<file path="config.mk">
export PLATFORM = sky130hd
export DESIGN_NAME = block_average_downscaler_core_flat
export DESIGN_NICKNAME = d
export VERILOG_FILES = /design/src/design/bad_pkg.sv /design/src/design/bad_req_if.sv /design/src/design/bad_rsp_if.sv /design/src/design/bad_ram.sv /design/src/design/block_average_downscaler_core.sv /design/src/flat_wrapper.sv
export SDC_FILE = /design/constraint.sdc
export NUM_CORES = 1
export LEC_CHECK = 0
export ABC_AREA = 1
export BUFFER_PORTS_ARGS = -buffer_cell sky130_fd_sc_hd__buf_2
export CELL_PAD_IN_SITES_DETAIL_PLACEMENT = 1
export CELL_PAD_IN_SITES_GLOBAL_PLACEMENT = 1
export CORE_MARGIN = 3
export CORE_UTILIZATION = 51
export DETAILED_ROUTE_END_ITERATION = 16
export PLACE_DENSITY_LB_ADDON = 0.15
export SYNTH_ARGS = -nofsm -noshare
export SYNTH_HDL_FRONTEND = slang
export SYNTH_SLANG_ARGS = --single-unit
</file>
<file path="constraint.sdc">
create_clock -name clock -period 6.1 [get_ports clock]
set_clock_uncertainty 0.15 [all_clocks]
set_input_delay 1.22 -clock clock [delete_from_list [all_inputs] [get_ports clock]]
set_output_delay 1.22 -clock clock [all_outputs]
set_load 0.1 [all_outputs]
</file>
<file path="src/design/bad_pkg.sv">
// ----------------------------------------------------------------------------
// Block average downscaler package
// Payload types of the pixel and result channels and the fixed widths and
// constants shared by the interfaces and the core.
// ----------------------------------------------------------------------------
package bad_pkg;

   localparam int PIXEL_W     = 8;
   localparam int COORD_W     = 5;
   // Fixed-point shift of the reciprocal used to divide a block sum.
   localparam int RECIP_SHIFT = 24;
   // Result queue depth and its pointer width.
   localparam int FIFO_DEPTH  = 4;
   localparam int PTR_W       = 2;

   typedef struct packed {
      logic [PIXEL_W-1:0] pixel;
      logic               start_of_frame;
   } req_payload_type;

   typedef struct packed {
      logic [PIXEL_W-1:0] avg_pixel;
      logic [COORD_W-1:0] out_row;
      logic [COORD_W-1:0] out_col;
      logic               frame_last;
   } rsp_payload_type;

endpackage

</file>
<file path="src/design/bad_req_if.sv">
// ----------------------------------------------------------------------------
// Pixel request channel
// Valid/ready channel that carries one input pixel per transaction.
// ----------------------------------------------------------------------------
interface bad_req_if;
   import bad_pkg::*;

   logic            valid;
   logic            ready;
   req_payload_type payload;

   modport source (output valid, output payload, input ready);
   modport sink   (input valid, input payload, output ready);

endinterface

</file>
<file path="src/design/bad_rsp_if.sv">
// ----------------------------------------------------------------------------
// Averaged pixel response channel
// Valid/ready channel that carries one averaged pixel per transaction.
// ----------------------------------------------------------------------------
interface bad_rsp_if;
   import bad_pkg::*;

   logic            valid;
   logic            ready;
   rsp_payload_type payload;

   modport source (output valid, output payload, input ready);
   modport sink   (input valid, input payload, output ready);

endinterface

</file>
<file path="src/design/bad_ram.sv">
// ----------------------------------------------------------------------------
// Generic single-port-write RAM
// One write port and one read port; read data is registered.
// ----------------------------------------------------------------------------
module bad_ram #(
   parameter int WIDTH  = 14,
   parameter int DEPTH  = 28,
   localparam int ADDR_W = (DEPTH > 1) ? $clog2(DEPTH) : 1
) (
   input  logic              clock,
   input  logic              wr_en,
   input  logic [ADDR_W-1:0] wr_addr,
   input  logic [WIDTH-1:0]  wr_data,
   input  logic              rd_en,
   input  logic [ADDR_W-1:0] rd_addr,
   output logic [WIDTH-1:0]  rd_data
);

   logic [WIDTH-1:0] mem_ff [DEPTH];
   logic [WIDTH-1:0] rd_data_ff;

   always_ff @(posedge clock) begin
      if (wr_en) begin
         mem_ff[wr_addr] <= wr_data;
      end
      if (rd_en) begin
         rd_data_ff <= mem_ff[rd_addr];
      end
   end

   assign rd_data = rd_data_ff;

endmodule

</file>
<file path="src/design/block_average_downscaler_core.sv">
// ----------------------------------------------------------------------------
// Block average downscaler core
// Averages non-overlapping BLOCK x BLOCK squares of a raster-order grayscale
// frame and emits one averaged pixel per square.
// ----------------------------------------------------------------------------
// Usage:
// Pixels enter on req_ch in raster order, one per transaction; a frame is
// BLOCK*OUT_WIDTH pixels wide and BLOCK*OUT_HEIGHT high. A set start_of_frame
// flag makes that pixel the top-left of a new frame. When the bottom-right
// pixel of a square arrives, the block mean (truncated) leaves on rsp_ch with
// its output row and column and a frame_last mark on the final one.
// Throughput is one pixel per clock unless the result queue holds off input:
// the partial sums live in a RAM with one entry per column block, read when a
// pixel is accepted and written back in the cycle after; a pixel that hits the
// entry still being updated takes the sum from the pipeline instead of the RAM.
// A completing pixel's result passes the RAM read, the sum update and the
// divide into the queue before it appears on rsp_ch.
// Results wait in a four-deep queue. When rsp_ch stalls, req_ch.ready drops
// only once the queue plus results still in the pipeline would fill it.
// Reset clears the position counters, the pipeline and the queue. The sum RAM
// is not cleared: the first pixel of every square loads its entry.
// ----------------------------------------------------------------------------
module block_average_downscaler_core #(
   parameter int BLOCK      = 5,
   parameter int OUT_WIDTH  = 28,
   parameter int OUT_HEIGHT = 28
) (
   input logic clock,
   input logic reset,
   bad_req_if.sink   req_ch,
   bad_rsp_if.source rsp_ch
);
   import bad_pkg::*;

   localparam int DIV     = BLOCK * BLOCK;
   localparam int SUM_W   = $clog2(DIV * 255 + 1);
   localparam int RECIP_W = RECIP_SHIFT + 1;
   localparam int RECIP   = ((1 << RECIP_SHIFT) + DIV - 1) / DIV;
   localparam int PROD_W  = SUM_W + RECIP_W;
   localparam int IDX_W   = (OUT_WIDTH > 1) ? $clog2(OUT_WIDTH) : 1;
   localparam int ROW_W   = (OUT_HEIGHT > 1) ? $clog2(OUT_HEIGHT) : 1;
   localparam int CIB_W   = (BLOCK > 1) ? $clog2(BLOCK) : 1;

   // Control carried along with a pixel through the update pipeline.
   typedef struct packed {
      logic [IDX_W-1:0]   idx;
      logic               first;
      logic               emit;
      logic               last;
      logic [COORD_W-1:0] row;
      logic [COORD_W-1:0] col;
   } stage_ctrl_type;

   // Raster position counters.
   logic [CIB_W-1:0] col_in_block_ff, col_in_block_in;
   logic [IDX_W-1:0] block_col_ff, block_col_in;
   logic [CIB_W-1:0] row_in_block_ff, row_in_block_in;
   logic [ROW_W-1:0] block_row_ff, block_row_in;

   // Position of the pixel being offered, after start of frame is applied.
   logic [CIB_W-1:0] cur_cib, cur_rib;
   logic [IDX_W-1:0] cur_bcol;
   logic [ROW_W-1:0] cur_brow;
   logic             accept;
   stage_ctrl_type   cur_ctrl;

   // Stage 1: RAM read in flight.
   logic               s1_valid_ff;
   stage_ctrl_type     s1_ctrl_ff;
   logic [PIXEL_W-1:0] s1_pix_ff;
   logic               s1_fwd_ff;
   logic               s1_fwd_in;

   // Stage 2: updated sum, waiting to be divided.
   logic           s2_valid_ff;
   stage_ctrl_type s2_ctrl_ff;
   logic [SUM_W-1:0] s2_sum_ff;

   logic [SUM_W-1:0]  ram_rd_data;
   logic [SUM_W-1:0]  sum_base;
   logic [SUM_W-1:0]  sum_new;
   logic [PROD_W-1:0] quot_prod;

   // Result queue.
   rsp_payload_type fifo_ff [FIFO_DEPTH];
   logic [PTR_W-1:0] wr_ptr_ff, rd_ptr_ff;
   logic [PTR_W:0]   count_ff, count_in;
   logic [PTR_W:0]   busy;
   logic             push, pop;
   rsp_payload_type  push_data;

   // ------------------------------------------------------------------------
   // Position tracking. A start of frame restarts the counters at this pixel.
   // ------------------------------------------------------------------------
   assign accept   = req_ch.valid && req_ch.ready;
   assign cur_cib  = req_ch.payload.start_of_frame ? '0 : col_in_block_ff;
   assign cur_rib  = req_ch.payload.start_of_frame ? '0 : row_in_block_ff;
   assign cur_bcol = req_ch.payload.start_of_frame ? '0 : block_col_ff;
   assign cur_brow = req_ch.payload.start_of_frame ? '0 : block_row_ff;

   always_comb begin
      cur_ctrl.idx   = cur_bcol;
      cur_ctrl.first = (cur_cib == '0) && (cur_rib == '0);
      cur_ctrl.emit  = (cur_cib == CIB_W'(BLOCK - 1)) && (cur_rib == CIB_W'(BLOCK - 1));
      cur_ctrl.last  = cur_ctrl.emit && (cur_brow == ROW_W'(OUT_HEIGHT - 1)) &&
                       (cur_bcol == IDX_W'(OUT_WIDTH - 1));
      cur_ctrl.row   = COORD_W'(cur_brow);
      cur_ctrl.col   = COORD_W'(cur_bcol);
   end

   // Advance the raster position: column in block, column block, row in
   // block, row block, each wrapping into the next.
   always_comb begin
      col_in_block_in = cur_cib;
      block_col_in    = cur_bcol;
      row_in_block_in = cur_rib;
      block_row_in    = cur_brow;
      if (cur_cib == CIB_W'(BLOCK - 1)) begin
         col_in_block_in = '0;
         if (cur_bcol == IDX_W'(OUT_WIDTH - 1)) begin
            block_col_in = '0;
            if (cur_rib == CIB_W'(BLOCK - 1)) begin
               row_in_block_in = '0;
               if (cur_brow == ROW_W'(OUT_HEIGHT - 1)) begin
                  block_row_in = '0;
               end else begin
                  block_row_in = cur_brow + 1'b1;
               end
            end else begin
               row_in_block_in = cur_rib + 1'b1;
            end
         end else begin
            block_col_in = cur_bcol + 1'b1;
         end
      end else begin
         col_in_block_in = cur_cib + 1'b1;
      end
   end

   always_ff @(posedge clock) begin
      if (reset) begin
         col_in_block_ff <= '0;
         block_col_ff    <= '0;
         row_in_block_ff <= '0;
         block_row_ff    <= '0;
      end else if (accept) begin
         col_in_block_ff <= col_in_block_in;
         block_col_ff    <= block_col_in;
         row_in_block_ff <= row_in_block_in;
         block_row_ff    <= block_row_in;
      end
   end

   // ------------------------------------------------------------------------
   // Sum RAM with read-modify-write. A pixel that follows directly on the
   // same column block would read the entry before stage 1 has written it,
   // so it is marked to take the sum held in stage 2 instead.
   // ------------------------------------------------------------------------
   assign s1_fwd_in = s1_valid_ff && (s1_ctrl_ff.idx == cur_ctrl.idx);

   bad_ram #(
      .WIDTH (SUM_W),
      .DEPTH (OUT_WIDTH)
   ) u_sum_ram (
      .clock   (clock),
      .wr_en   (s1_valid_ff),
      .wr_addr (s1_ctrl_ff.idx),
      .wr_data (sum_new),
      .rd_en   (accept),
      .rd_addr (cur_ctrl.idx),
      .rd_data (ram_rd_data)
   );

   assign sum_base = s1_fwd_ff ? s2_sum_ff : ram_rd_data;
   assign sum_new  = s1_ctrl_ff.first ? SUM_W'(s1_pix_ff) : sum_base + SUM_W'(s1_pix_ff);

   always_ff @(posedge clock) begin
      if (reset) begin
         s1_valid_ff <= 1'b0;
         s2_valid_ff <= 1'b0;
      end else begin
         s1_valid_ff <= accept;
         s2_valid_ff <= s1_valid_ff;
      end
   end

   always_ff @(posedge clock) begin
      if (accept) begin
         s1_ctrl_ff <= cur_ctrl;
         s1_pix_ff  <= req_ch.payload.pixel;
         s1_fwd_ff  <= s1_fwd_in;
      end
      if (s1_valid_ff) begin
         s2_ctrl_ff <= s1_ctrl_ff;
         s2_sum_ff  <= sum_new;
      end
   end

   // ------------------------------------------------------------------------
   // Divide by BLOCK*BLOCK through a rounded-up reciprocal. A block sum stays
   // small enough that the truncated product equals the true quotient.
   // ------------------------------------------------------------------------
   assign quot_prod = PROD_W'(s2_sum_ff) * PROD_W'(RECIP);

   always_comb begin
      push_data.avg_pixel  = quot_prod[RECIP_SHIFT +: PIXEL_W];
      push_data.out_row    = s2_ctrl_ff.row;
      push_data.out_col    = s2_ctrl_ff.col;
      push_data.frame_last = s2_ctrl_ff.last;
   end

   // ------------------------------------------------------------------------
   // Result queue. Input is held off when the queue could not take every
   // result already in the pipeline plus one from a new pixel.
   // ------------------------------------------------------------------------
   assign push     = s2_valid_ff && s2_ctrl_ff.emit;
   assign pop      = rsp_ch.valid && rsp_ch.ready;
   assign count_in = count_ff + (PTR_W + 1)'(push) - (PTR_W + 1)'(pop);
   assign busy     = count_ff + (PTR_W + 1)'(s1_valid_ff && s1_ctrl_ff.emit) +
                     (PTR_W + 1)'(push);

   assign req_ch.ready   = busy < (PTR_W + 1)'(FIFO_DEPTH);
   assign rsp_ch.valid   = count_ff != '0;
   assign rsp_ch.payload = fifo_ff[rd_ptr_ff];

   always_ff @(posedge clock) begin
      if (reset) begin
         wr_ptr_ff <= '0;
         rd_ptr_ff <= '0;
         count_ff  <= '0;
      end else begin
         count_ff <= count_in;
         if (push) begin
            wr_ptr_ff <= wr_ptr_ff + 1'b1;
         end
         if (pop) begin
            rd_ptr_ff <= rd_ptr_ff + 1'b1;
         end
      end
   end

   always_ff @(posedge clock) begin
      if (push) begin
         fifo_ff[wr_ptr_ff] <= push_data;
      end
   end

`ifndef ASSERT_OFF
   // The input hold-off must keep the queue from ever running past its depth.
   assert property (@(posedge clock) disable iff (reset)
      count_ff <= (PTR_W + 1)'(FIFO_DEPTH))
      else $error("result queue count exceeds its depth");

   // A result never arrives at a full queue unless one leaves in that cycle.
   assert property (@(posedge clock) disable iff (reset)
      push |-> (count_ff < (PTR_W + 1)'(FIFO_DEPTH)) || pop)
      else $error("result pushed into a full queue");

   // A forwarded pixel must find the same column block's sum in stage 2.
   assert property (@(posedge clock) disable iff (reset)
      (s1_valid_ff && s1_fwd_ff) |-> (s2_valid_ff && (s2_ctrl_ff.idx == s1_ctrl_ff.idx)))
      else $error("forwarded sum does not belong to the same column block");

   // A completing pixel reaches the queue after passing through stages 1 and 2.
   assert property (@(posedge clock) disable iff (reset)
      (accept && cur_ctrl.emit) |-> ##2 push)
      else $error("completed block did not reach the result queue");
`endif

endmodule
</file>
<file path="src/flat_wrapper.sv">
// flat-port wrapper written by rule: the top's interface ports become plain ports
module block_average_downscaler_core_flat import bad_pkg::*;
#(
   parameter int BLOCK      = 5,
   parameter int OUT_WIDTH  = 28,
   parameter int OUT_HEIGHT = 28
)
  (clock, reset, req_ch_valid, req_ch_payload, req_ch_ready, rsp_ch_valid, rsp_ch_payload, rsp_ch_ready);
  bad_req_if req_ch_i ();
  bad_rsp_if rsp_ch_i ();
  input logic clock;
  input logic reset;
  input wire logic [$bits(req_ch_i.valid)-1:0] req_ch_valid;
  input wire logic [$bits(req_ch_i.payload)-1:0] req_ch_payload;
  output wire logic [$bits(req_ch_i.ready)-1:0] req_ch_ready;
  output wire logic [$bits(rsp_ch_i.valid)-1:0] rsp_ch_valid;
  output wire logic [$bits(rsp_ch_i.payload)-1:0] rsp_ch_payload;
  input wire logic [$bits(rsp_ch_i.ready)-1:0] rsp_ch_ready;
  assign req_ch_i.valid = req_ch_valid;
  assign req_ch_i.payload = req_ch_payload;
  assign req_ch_ready = req_ch_i.ready;
  assign rsp_ch_valid = rsp_ch_i.valid;
  assign rsp_ch_payload = rsp_ch_i.payload;
  assign rsp_ch_i.ready = rsp_ch_ready;
  block_average_downscaler_core #(.BLOCK(BLOCK), .OUT_WIDTH(OUT_WIDTH), .OUT_HEIGHT(OUT_HEIGHT)) u_core (.clock(clock), .reset(reset), .req_ch(req_ch_i), .rsp_ch(rsp_ch_i));
endmodule
</file>
==> flow_results.xml, run 1 <==
<?xml version="1.0" encoding="UTF-8"?>
<metrics>
  <group name="detailed_routing">
    <metric name="drtAntennaViolNets" unit="">0</metric>
    <metric name="vias_per_cell" unit="">5.56</metric>
    <metric name="drt_iter0_markers" unit="">1217</metric>
    <metric name="post_drt_wl_per_cell" unit="µm">21.5</metric>
    <metric name="drcViolationCount" unit="">0</metric>
    <metric name="vias" unit="">18054</metric>
    <metric name="finalWirelength" unit="µm">69800</metric>
    <metric name="drt-pass1-iter-count" unit="">5</metric>
  </group>
  <group name="floorplan">
    <metric name="die_height" unit="µm">234</metric>
    <metric name="fp.coreArea" unit="µm²">50700</metric>
    <metric name="number_of_standard_cell_rows_in_the_floorplan" unit="">82</metric>
    <metric name="initial_core_util" unit="">0.521</metric>
    <metric name="dieArea" unit="µm²">54600</metric>
    <metric name="ioPinCount" unit="">34</metric>
    <metric name="die_width" unit="µm">234</metric>
  </group>
  <group name="synthesis">
    <metric name="postSynthAreaPerCell" unit="µm²">10.6</metric>
    <metric name="syn-num-nets" unit="">2709</metric>
    <metric name="yosys_register_bits" unit="">527</metric>
    <metric name="ys_seq_area_frac" unit="">0.589</metric>
    <metric name="syn-cell-area" unit="µm²">26400</metric>
    <metric name="postSynth.topFlopCell" unit="">edfxtp_1</metric>
    <metric name="netlist-cell-type-count" unit="">46</metric>
    <metric name="synth_edf_count" unit="">500</metric>
    <metric name="async_flop_share" unit="">0</metric>
    <metric name="yosysWarningCount" unit="">0</metric>
    <metric name="mapped_cells" unit="">2497</metric>
  </group>
  <group name="worst_setup_path">
    <metric name="crit_path_max_incr_delay" unit="ps">650</metric>
    <metric name="worstReg2RegEnd" unit="">u_core.fifo_ff[2][16]</metric>
    <metric name="worst_setup_path_end_kind" unit="">flip-flop</metric>
    <metric name="rrSetupSlack" unit="ps">1070</metric>
    <metric name="cp-startpoint" unit="">u_core.s2_sum_ff[11]</metric>
    <metric name="r2r.worst_path.cells" unit="">18</metric>
    <metric name="worst-path-max-fanout" unit="">8</metric>
    <metric name="critical_path_arrival" unit="ps">5220</metric>
    <metric name="timing.critical_path.mode_cell" unit="">fa_1</metric>
    <metric name="timing.setup.critical_path_class" unit="">flip-flop to flip-flop</metric>
    <metric name="worstPathRequired" unit="ps">6290</metric>
    <metric name="cp-endpoint" unit="">u_core.fifo_ff[2][16]</metric>
    <metric name="critical_path_cell_sequence" unit="">fa_1 -&gt; inv_1 -&gt; fa_1 -&gt; inv_1 -&gt; fa_1 -&gt; fa_1 -&gt; inv_1 -&gt; fa_1 -&gt; inv_1 -&gt; ha_1 -&gt; nand2_1 -&gt; nand2_1 -&gt; a21oi_1 -&gt; nor2_1 -&gt; o21bai_1 -&gt; nand3_1 -&gt; nand2_1 -&gt; nand2_1</metric>
    <metric name="critPathSlowestCell" unit="">fa_1</metric>
    <metric name="worstReg2RegStart" unit="">u_core.s2_sum_ff[11]</metric>
    <metric name="worstSetupStartpointType" unit="">flip-flop</metric>
  </group>
  <group name="finish">
    <metric name="areaGrowthSynthToFinish" unit="%">9.91</metric>
    <metric name="nFillCells" unit="">5455</metric>
    <metric name="diodes" unit="">0</metric>
    <metric name="multi_input_comb_area" unit="µm²">9130</metric>
    <metric name="reg_area" unit="µm²">15600</metric>
    <metric name="final_net_count" unit="">2745</metric>
    <metric name="final_layout_size_suffix_gt1_frac" unit="">0.0725</metric>
  </group>
  <group name="cts">
    <metric name="max-clock-path-buffers" unit="">3</metric>
    <metric name="postCtsResizedCells" unit="">0</metric>
    <metric name="hold_buffers" unit="">0</metric>
    <metric name="clkSinkCount" unit="">527</metric>
    <metric name="htreeDepth" unit="">2</metric>
    <metric name="cts-buffers-inserted" unit="">54</metric>
    <metric name="worstSkewPairLatency" unit="ps">610</metric>
    <metric name="cts.root.buffer_cell" unit="">clkbuf_16</metric>
    <metric name="postCtsSetupRepairBufs" unit="">0</metric>
    <metric name="path_clk_slew" unit="ps">60</metric>
    <metric name="tritoncts" unit="">built</metric>
  </group>
  <group name="pwr">
    <metric name="cellLeakagePower" unit="nW">11.9</metric>
    <metric name="p_per_area" unit="nW/µm²">597</metric>
    <metric name="vdd.ir_drop.worst" unit="mV">0.739</metric>
  </group>
  <group name="global_route">
    <metric name="global_route.usage.total" unit="">0.263</metric>
    <metric name="number_of_antenna_violations_at_the_first_check_in_global_routing" unit="">0</metric>
    <metric name="vias_in_the_first_global_route" unit="">19513</metric>
    <metric name="overflow" unit="">0</metric>
    <metric name="global_route_wire_length_before_repair" unit="µm">110000</metric>
    <metric name="grt_max_degree" unit="">101</metric>
  </group>
  <group name="timing">
    <metric name="slew_headroom" unit="">0.129</metric>
    <metric name="hold_ws" unit="ps">274</metric>
    <metric name="final_count_of_hold_timing_violations" unit="">0</metric>
    <metric name="rsz_0062_raised_after_global_routing" unit="">no</metric>
    <metric name="final-max-slew-violation-count" unit="">0</metric>
    <metric name="final.setup.worst_slack" unit="ps">1070</metric>
    <metric name="period_minus_slack" unit="ps">5030</metric>
    <metric name="setup-tns-final" unit="ps">0</metric>
    <metric name="maxClockFrequency" unit="MHz">199</metric>
    <metric name="finalSetupViolCount" unit="">0</metric>
    <metric name="period_share" unit="">0.824</metric>
    <metric name="worst_slew_pin_slew" unit="ps">1300</metric>
  </group>
  <group name="placement">
    <metric name="detailedPlace.worstSlack" unit="ps">1110</metric>
    <metric name="post-dp-hpwl" unit="µm">47000</metric>
    <metric name="io_buffers" unit="">33</metric>
    <metric name="gp_routability_congestion" unit="">0.869</metric>
  </group>
  <group name="job">
    <metric name="drv_cap" unit="">0</metric>
  </group>
  <group name="status">
    <metric name="run_status" unit="">completed</metric>
  </group>
  <group name="worst_hold_path">
    <metric name="hold_class" unit="">flip-flop to flip-flop</metric>
  </group>
</metrics>
[area by class of cell]
class                           instances  share of cell area
Timing Repair Buffer                   73              0.0173
Multi-Input combinational cell       1534               0.314
Sequential cell                       527               0.536
Clock buffer                           66              0.0488
Tap cell                              672              0.0290
Inverter                              343              0.0444
Clock inverter                         35              0.0101
[cell usage after synthesis (3+ instances only)]
library cell | instances | area share
a21oi_1 | 86 | 0.016
a31oi_1 | 4 | 0.00095
buf_1 | 5 | 0.00071
buf_2 | 37 | 0.0070
buf_4 | 7 | 0.0020
buf_6 | 5 | 0.0021
clkbuf_1 | 36 | 0.0051
dfxtp_1 | 27 | 0.020
edfxtp_1 | 500 | 0.57
fa_1 | 78 | 0.059
ha_1 | 121 | 0.057
inv_1 | 334 | 0.047
inv_2 | 7 | 0.0010
mux2_2 | 3 | 0.0013
nand2_1 | 341 | 0.048
nand2_2 | 5 | 0.0012
nand3_1 | 139 | 0.026
nand4_1 | 11 | 0.0026
nor2_1 | 399 | 0.057
nor2_4 | 4 | 0.0017
nor3_1 | 7 | 0.0013
o211ai_1 | 13 | 0.0037
o21a_1 | 7 | 0.0020
o21ai_0 | 236 | 0.045
o21ai_1 | 28 | 0.0053
o21bai_1 | 5 | 0.0014
o22ai_1 | 19 | 0.0045
or2_2 | 3 | 0.00071
xor2_1 | 8 | 0.0027
[sequential cells by signal, summed over array words and instances (netlist names), named ones only]
register / flops
u_core.block_col_ff: 5
u_core.block_row_ff: 5
u_core.u_sum_ram.mem_ff: 364
u_core.s2_sum_ff: 13
u_core.u_sum_ram.rd_data: 13
u_core.row_in_block_ff: 3
u_core.col_in_block_ff: 3
u_core.count_ff: 3
u_core.rd_ptr_ff: 2
u_core.wr_ptr_ff: 2
u_core.s1_fwd_ff: 1
u_core.s2_valid_ff: 1
u_core.s1_valid_ff: 1
u_core.s1_pix_ff: 8
u_core.fifo_ff: 76
u_core.s2_ctrl_ff: 1
u_core.push_data: 11
u_core.s1_ctrl_ff: 13
[worst max-delay path: cells and delay by family (launching register included)]
family / cells / cell delay, ps
adders and majority gates: 6 / 2890
DFF: 1 / 570
and+or+nand+nor: 6 / 500
AOI/OAI and AO/OA: 2 / 410
buffers and inverters: 4 / 230
[layout by cell type, fill, tap and decap left out, types with 19 or more instances in the layout]
cell and instances:
edfxtp_1 500, buf_2 33, o21ai_1 28, nor2_1 393, o22ai_1 19, a21oi_1 86, buf_4 37, nand3_1 139
nand2_1 341, o21ai_0 233, fa_1 78, clkbuf_16 55, ha_1 121, dfxtp_1 27, inv_1 333
[metrics by stage]
stage	total power [W]	util	cell area, µm²	std cells
after floorplan	0.0114	-	26400	2497
after global placement	0.0138	0.539	27300	3149
after detailed placement	0.0142	0.539	27300	3149
after CTS	0.0175	0.573	29000	3250
after global routing	0.0189	0.573	29000	3250
final	0.0173	0.573	29000	3250
[cell families after synthesis]
logic type      after synthesis  synth area share
compound gates              404            0.0806
buf+inv                     436            0.0673
flops                       527             0.589
mux                           4           0.00166
fa+ha+maj                   199             0.116
simple gates                917             0.142
xor+xnor                     10           0.00332
[per-layer routing]
metal	up-vias	GRT usage	wire length, µm
met2	387	0.465	35600
li1	8448	-	-
met4	0	0.0763	1920
met3	101	0.0320	2990
met1	9118	0.340	29300
met5	-	0	0
[report_power, final]
group / total [W] / leakage, nW / switching [W] / internal [W]
clock: 0.00321 / 0.824 / 0.00139 / 0.00182
combinational: 0.00921 / 6.27 / 0.00642 / 0.00279
sequential: 0.00491 / 4.78 / 0.000160 / 0.00475
total: 0.0173 / 11.9 / 0.00797 / 0.00937
[how the worst min path moves through the flow]
| stage | startpoint | to | slack [ps] | cells past startpoint |
|---|---|---|---|---|
| global placement | u_core.s1_ctrl_ff[9] | u_core.push_data[10] | 250 | 0 |
| detailed placement | u_core.s1_ctrl_ff[5] | u_core.push_data[6] | 260 | 0 |
| CTS | u_core.s1_ctrl_ff[5] | u_core.push_data[6] | 280 | 0 |
| global route | u_core.s1_ctrl_ff[9] | u_core.push_data[10] | 290 | 0 |
| floorplan | u_core.s1_ctrl_ff[10] | u_core.push_data[0] | 250 | 0 |
| finish | u_core.s1_ctrl_ff[6] | u_core.push_data[7] | 270 | 0 |
No activity file was read; power rests on OpenSTA's default activity.
==> inputs of run 2 (changes only) <==
--- a/config.mk
+++ b/config.mk
@@ -10,7 +10,7 @@
 export CELL_PAD_IN_SITES_DETAIL_PLACEMENT = 1
 export CELL_PAD_IN_SITES_GLOBAL_PLACEMENT = 1
 export CORE_MARGIN = 3
-export CORE_UTILIZATION = 51
+export CORE_UTILIZATION = 46
 export DETAILED_ROUTE_END_ITERATION = 16
 export PLACE_DENSITY_LB_ADDON = 0.15
 export SYNTH_ARGS = -nofsm -noshare
==> constraint.sdc (replaced) <==
create_clock -name clock -period 4.3 [get_ports clock]
set_clock_uncertainty 0.15 [all_clocks]
set_input_delay 0.86 -clock clock [delete_from_list [all_inputs] [get_ports clock]]
set_output_delay 0.86 -clock clock [all_outputs]
set_load 0.1 [all_outputs]
==> flow_results.xml, run 2 (synthesis results as in run 1) <==
<?xml version="1.0" encoding="UTF-8"?>
<metrics>
  <group name="status">
    <metric name="run_status" unit="">complete, but fails checks</metric>
    <metric name="violations_in_the_final_reports" unit="">negative setup slack</metric>
  </group>
  <group name="finish">
    <metric name="finish.cell_count_without_fillers" unit="">3452</metric>
    <metric name="layout.cells.most_common" unit="">edfxtp_1</metric>
    <metric name="diodes" unit="">0</metric>
    <metric name="final_core_utilization" unit="">0.542</metric>
    <metric name="areaGrowthSynthToFinish" unit="%">16.2</metric>
    <metric name="final_area" unit="µm²">30700</metric>
    <metric name="largest_register_ffs" unit="">364</metric>
    <metric name="nFillCells" unit="">6078</metric>
    <metric name="most-common-layout-cells" unit="">edfxtp_1 (500), nor2_1 (378), inv_1 (316), nand2_1 (308), o21ai_0 (230)</metric>
    <metric name="final_net_count" unit="">2861</metric>
    <metric name="final_layout_size_suffix_gt1_frac" unit="">0.156</metric>
    <metric name="top_register" unit="">u_core.u_sum_ram.mem_ff</metric>
    <metric name="largestRegisters" unit="">u_core.u_sum_ram.mem_ff: 364 flops, u_core.fifo_ff: 76 flops</metric>
  </group>
  <group name="timing">
    <metric name="maxClockFrequency" unit="MHz">213</metric>
    <metric name="period_minus_slack" unit="ps">4690</metric>
    <metric name="worst_slew_pin_slew" unit="ps">1200</metric>
    <metric name="rsz_0062_raised_after_global_routing" unit="">yes</metric>
    <metric name="final-max-slew-violation-count" unit="">0</metric>
    <metric name="slew_headroom" unit="">0.197</metric>
    <metric name="period_share" unit="">1.09</metric>
    <metric name="final.setup.worst_slack" unit="ps">-388</metric>
    <metric name="finalSetupViolCount" unit="">32</metric>
    <metric name="final_count_of_hold_timing_violations" unit="">0</metric>
  </group>
  <group name="cts">
    <metric name="path_clk_slew" unit="ps">60</metric>
    <metric name="htreeDepth" unit="">2</metric>
    <metric name="clkSinkCount" unit="">527</metric>
    <metric name="cts-buffers-inserted" unit="">56</metric>
    <metric name="worstSkewPairLatency" unit="ps">620</metric>
    <metric name="tritoncts" unit="">built</metric>
    <metric name="hold_buffers" unit="">0</metric>
    <metric name="cts.root.buffer_cell" unit="">clkbuf_16</metric>
    <metric name="max-clock-path-buffers" unit="">3</metric>
  </group>
  <group name="detailed_routing">
    <metric name="drt_iter0_markers" unit="">1164</metric>
    <metric name="post_drt_wl_per_cell" unit="µm">21.3</metric>
    <metric name="vias_per_cell" unit="">5.39</metric>
    <metric name="drt-pass1-iter-count" unit="">5</metric>
    <metric name="drtAntennaViolNets" unit="">0</metric>
    <metric name="drcViolationCount" unit="">0</metric>
    <metric name="finalWirelength" unit="µm">73700</metric>
    <metric name="vias" unit="">18612</metric>
  </group>
  <group name="placement">
    <metric name="post-dp-hpwl" unit="µm">49200</metric>
    <metric name="detailedPlace.worstSlack" unit="ps">-465</metric>
    <metric name="postPlaceCellArea" unit="µm²">28300</metric>
    <metric name="io_buffers" unit="">33</metric>
    <metric name="gp_routability_congestion" unit="">0.894</metric>
    <metric name="place_inst" unit="">3332</metric>
  </group>
  <group name="floorplan">
    <metric name="die_height" unit="µm">246</metric>
    <metric name="ioPinCount" unit="">34</metric>
    <metric name="fp.coreArea" unit="µm²">56600</metric>
    <metric name="die_width" unit="µm">246</metric>
    <metric name="number_of_standard_cell_rows_in_the_floorplan" unit="">87</metric>
    <metric name="initial_core_util" unit="">0.467</metric>
    <metric name="dieArea" unit="µm²">60300</metric>
  </group>
  <group name="global_route">
    <metric name="global_route_wire_length_before_repair" unit="µm">114000</metric>
    <metric name="grt_max_degree" unit="">102</metric>
    <metric name="global_route.usage.total" unit="">0.247</metric>
    <metric name="overflow" unit="">0</metric>
    <metric name="vias_in_the_first_global_route" unit="">19809</metric>
    <metric name="number_of_antenna_violations_at_the_first_check_in_global_routing" unit="">2</metric>
  </group>
  <group name="worst_setup_path">
    <metric name="critical_path.top_delay_family" unit="">adder cells</metric>
    <metric name="worst-path-max-fanout" unit="">4</metric>
    <metric name="worstSetupStartpointType" unit="">flip-flop</metric>
    <metric name="critical_path_arrival" unit="ps">4890</metric>
    <metric name="critical_path.n_buffers_inverters" unit="">5</metric>
    <metric name="critical_path_cell_sequence" unit="">buf_4 -&gt; ha_1 -&gt; inv_1 -&gt; fa_1 -&gt; fa_1 -&gt; inv_1 -&gt; fa_1 -&gt; inv_1 -&gt; fa_1 -&gt; inv_1 -&gt; ha_1 -&gt; nand2_1 -&gt; nand2_2 -&gt; a21oi_4 -&gt; nand3_2 -&gt; nand3_2 -&gt; nand3_1 -&gt; nand2_1 -&gt; nand2_2</metric>
    <metric name="timing.setup.critical_path_class" unit="">flip-flop to flip-flop</metric>
    <metric name="critPathSlowestCell" unit="">fa_1</metric>
    <metric name="worstPathRequired" unit="ps">4500</metric>
    <metric name="crit_path_max_incr_delay" unit="ps">540</metric>
    <metric name="worst_setup_path_end_kind" unit="">flip-flop</metric>
  </group>
  <group name="job">
    <metric name="drv_cap" unit="">0</metric>
  </group>
  <group name="worst_hold_path">
    <metric name="hold_class" unit="">input port to flip-flop</metric>
  </group>
</metrics>
==> run 2: area by class of cell <==
cell class | count | area (µm²) | area share
Sequential cell | 527 | 15600 | 0.507
Clock buffer | 65 | 1440 | 0.0467
Clock inverter | 40 | 435 | 0.0142
Multi-Input combinational cell | 1534 | 9660 | 0.315
Tap cell | 756 | 946 | 0.0308
Inverter | 343 | 1300 | 0.0423
Timing Repair Buffer | 187 | 1370 | 0.0446
==> run 2: worst reg2reg max path, delay by kind of cell, from the launching register on <==
kind / cells / cell delay, ps
fa+ha+maj: 6 / 2510
simple gates: 7 / 680
flops: 1 / 500
buf+inv: 5 / 430
compound gates: 1 / 150
==> run 2: final timing paths <==
check / startpoint / endpoint / slack, ps / cells after the start
worst max-delay path: u_core.s2_sum_ff[1] / u_core.fifo_ff[0][18] / -390 / 19
worst min-delay path: req_ch_payload[8] / u_core.s1_pix_ff[7] / 270 / 1
worst max register to register: u_core.s2_sum_ff[1] / u_core.fifo_ff[0][18] / -390 / 19
worst min register to register: u_core.s1_ctrl_ff[10] / u_core.push_data[0] / 270 / 0
==> run 2: timing repair <==
| item | CTS | global route |
|---|---|---|
| gates resized for setup | 46 | 61 |
| pin swaps | 19 | 22 |
| endpoints found under the setup margin | 32 | 32 |
| buffers inserted | 7 | 8 |
==> run 2: layer usage <==
metal / wire length [µm] / global-route usage / vias to the layer above
met5: 29 / 0 / -
met4: 2470 / 0.0815 / 4
met2: 36800 / 0.438 / 383
met3: 3370 / 0.0384 / 121
met1: 30900 / 0.310 / 9416
li1: - / - / 8688
==> run 2: stage by stage <==
step	setup TNS, ps	hold WS, ps
2_1_floorplan	-5490	250
3_3_place_gp	-8980	255
3_5_place_dp	-13540	262
4_1_cts	-11040	239
5_1_grt	-16400	247
6_report	-11040	269
Power of run 2 is left out: the tool's default activity adds up to more than one toggle a clock period on the data nets, which glitch-free logic cannot reach.
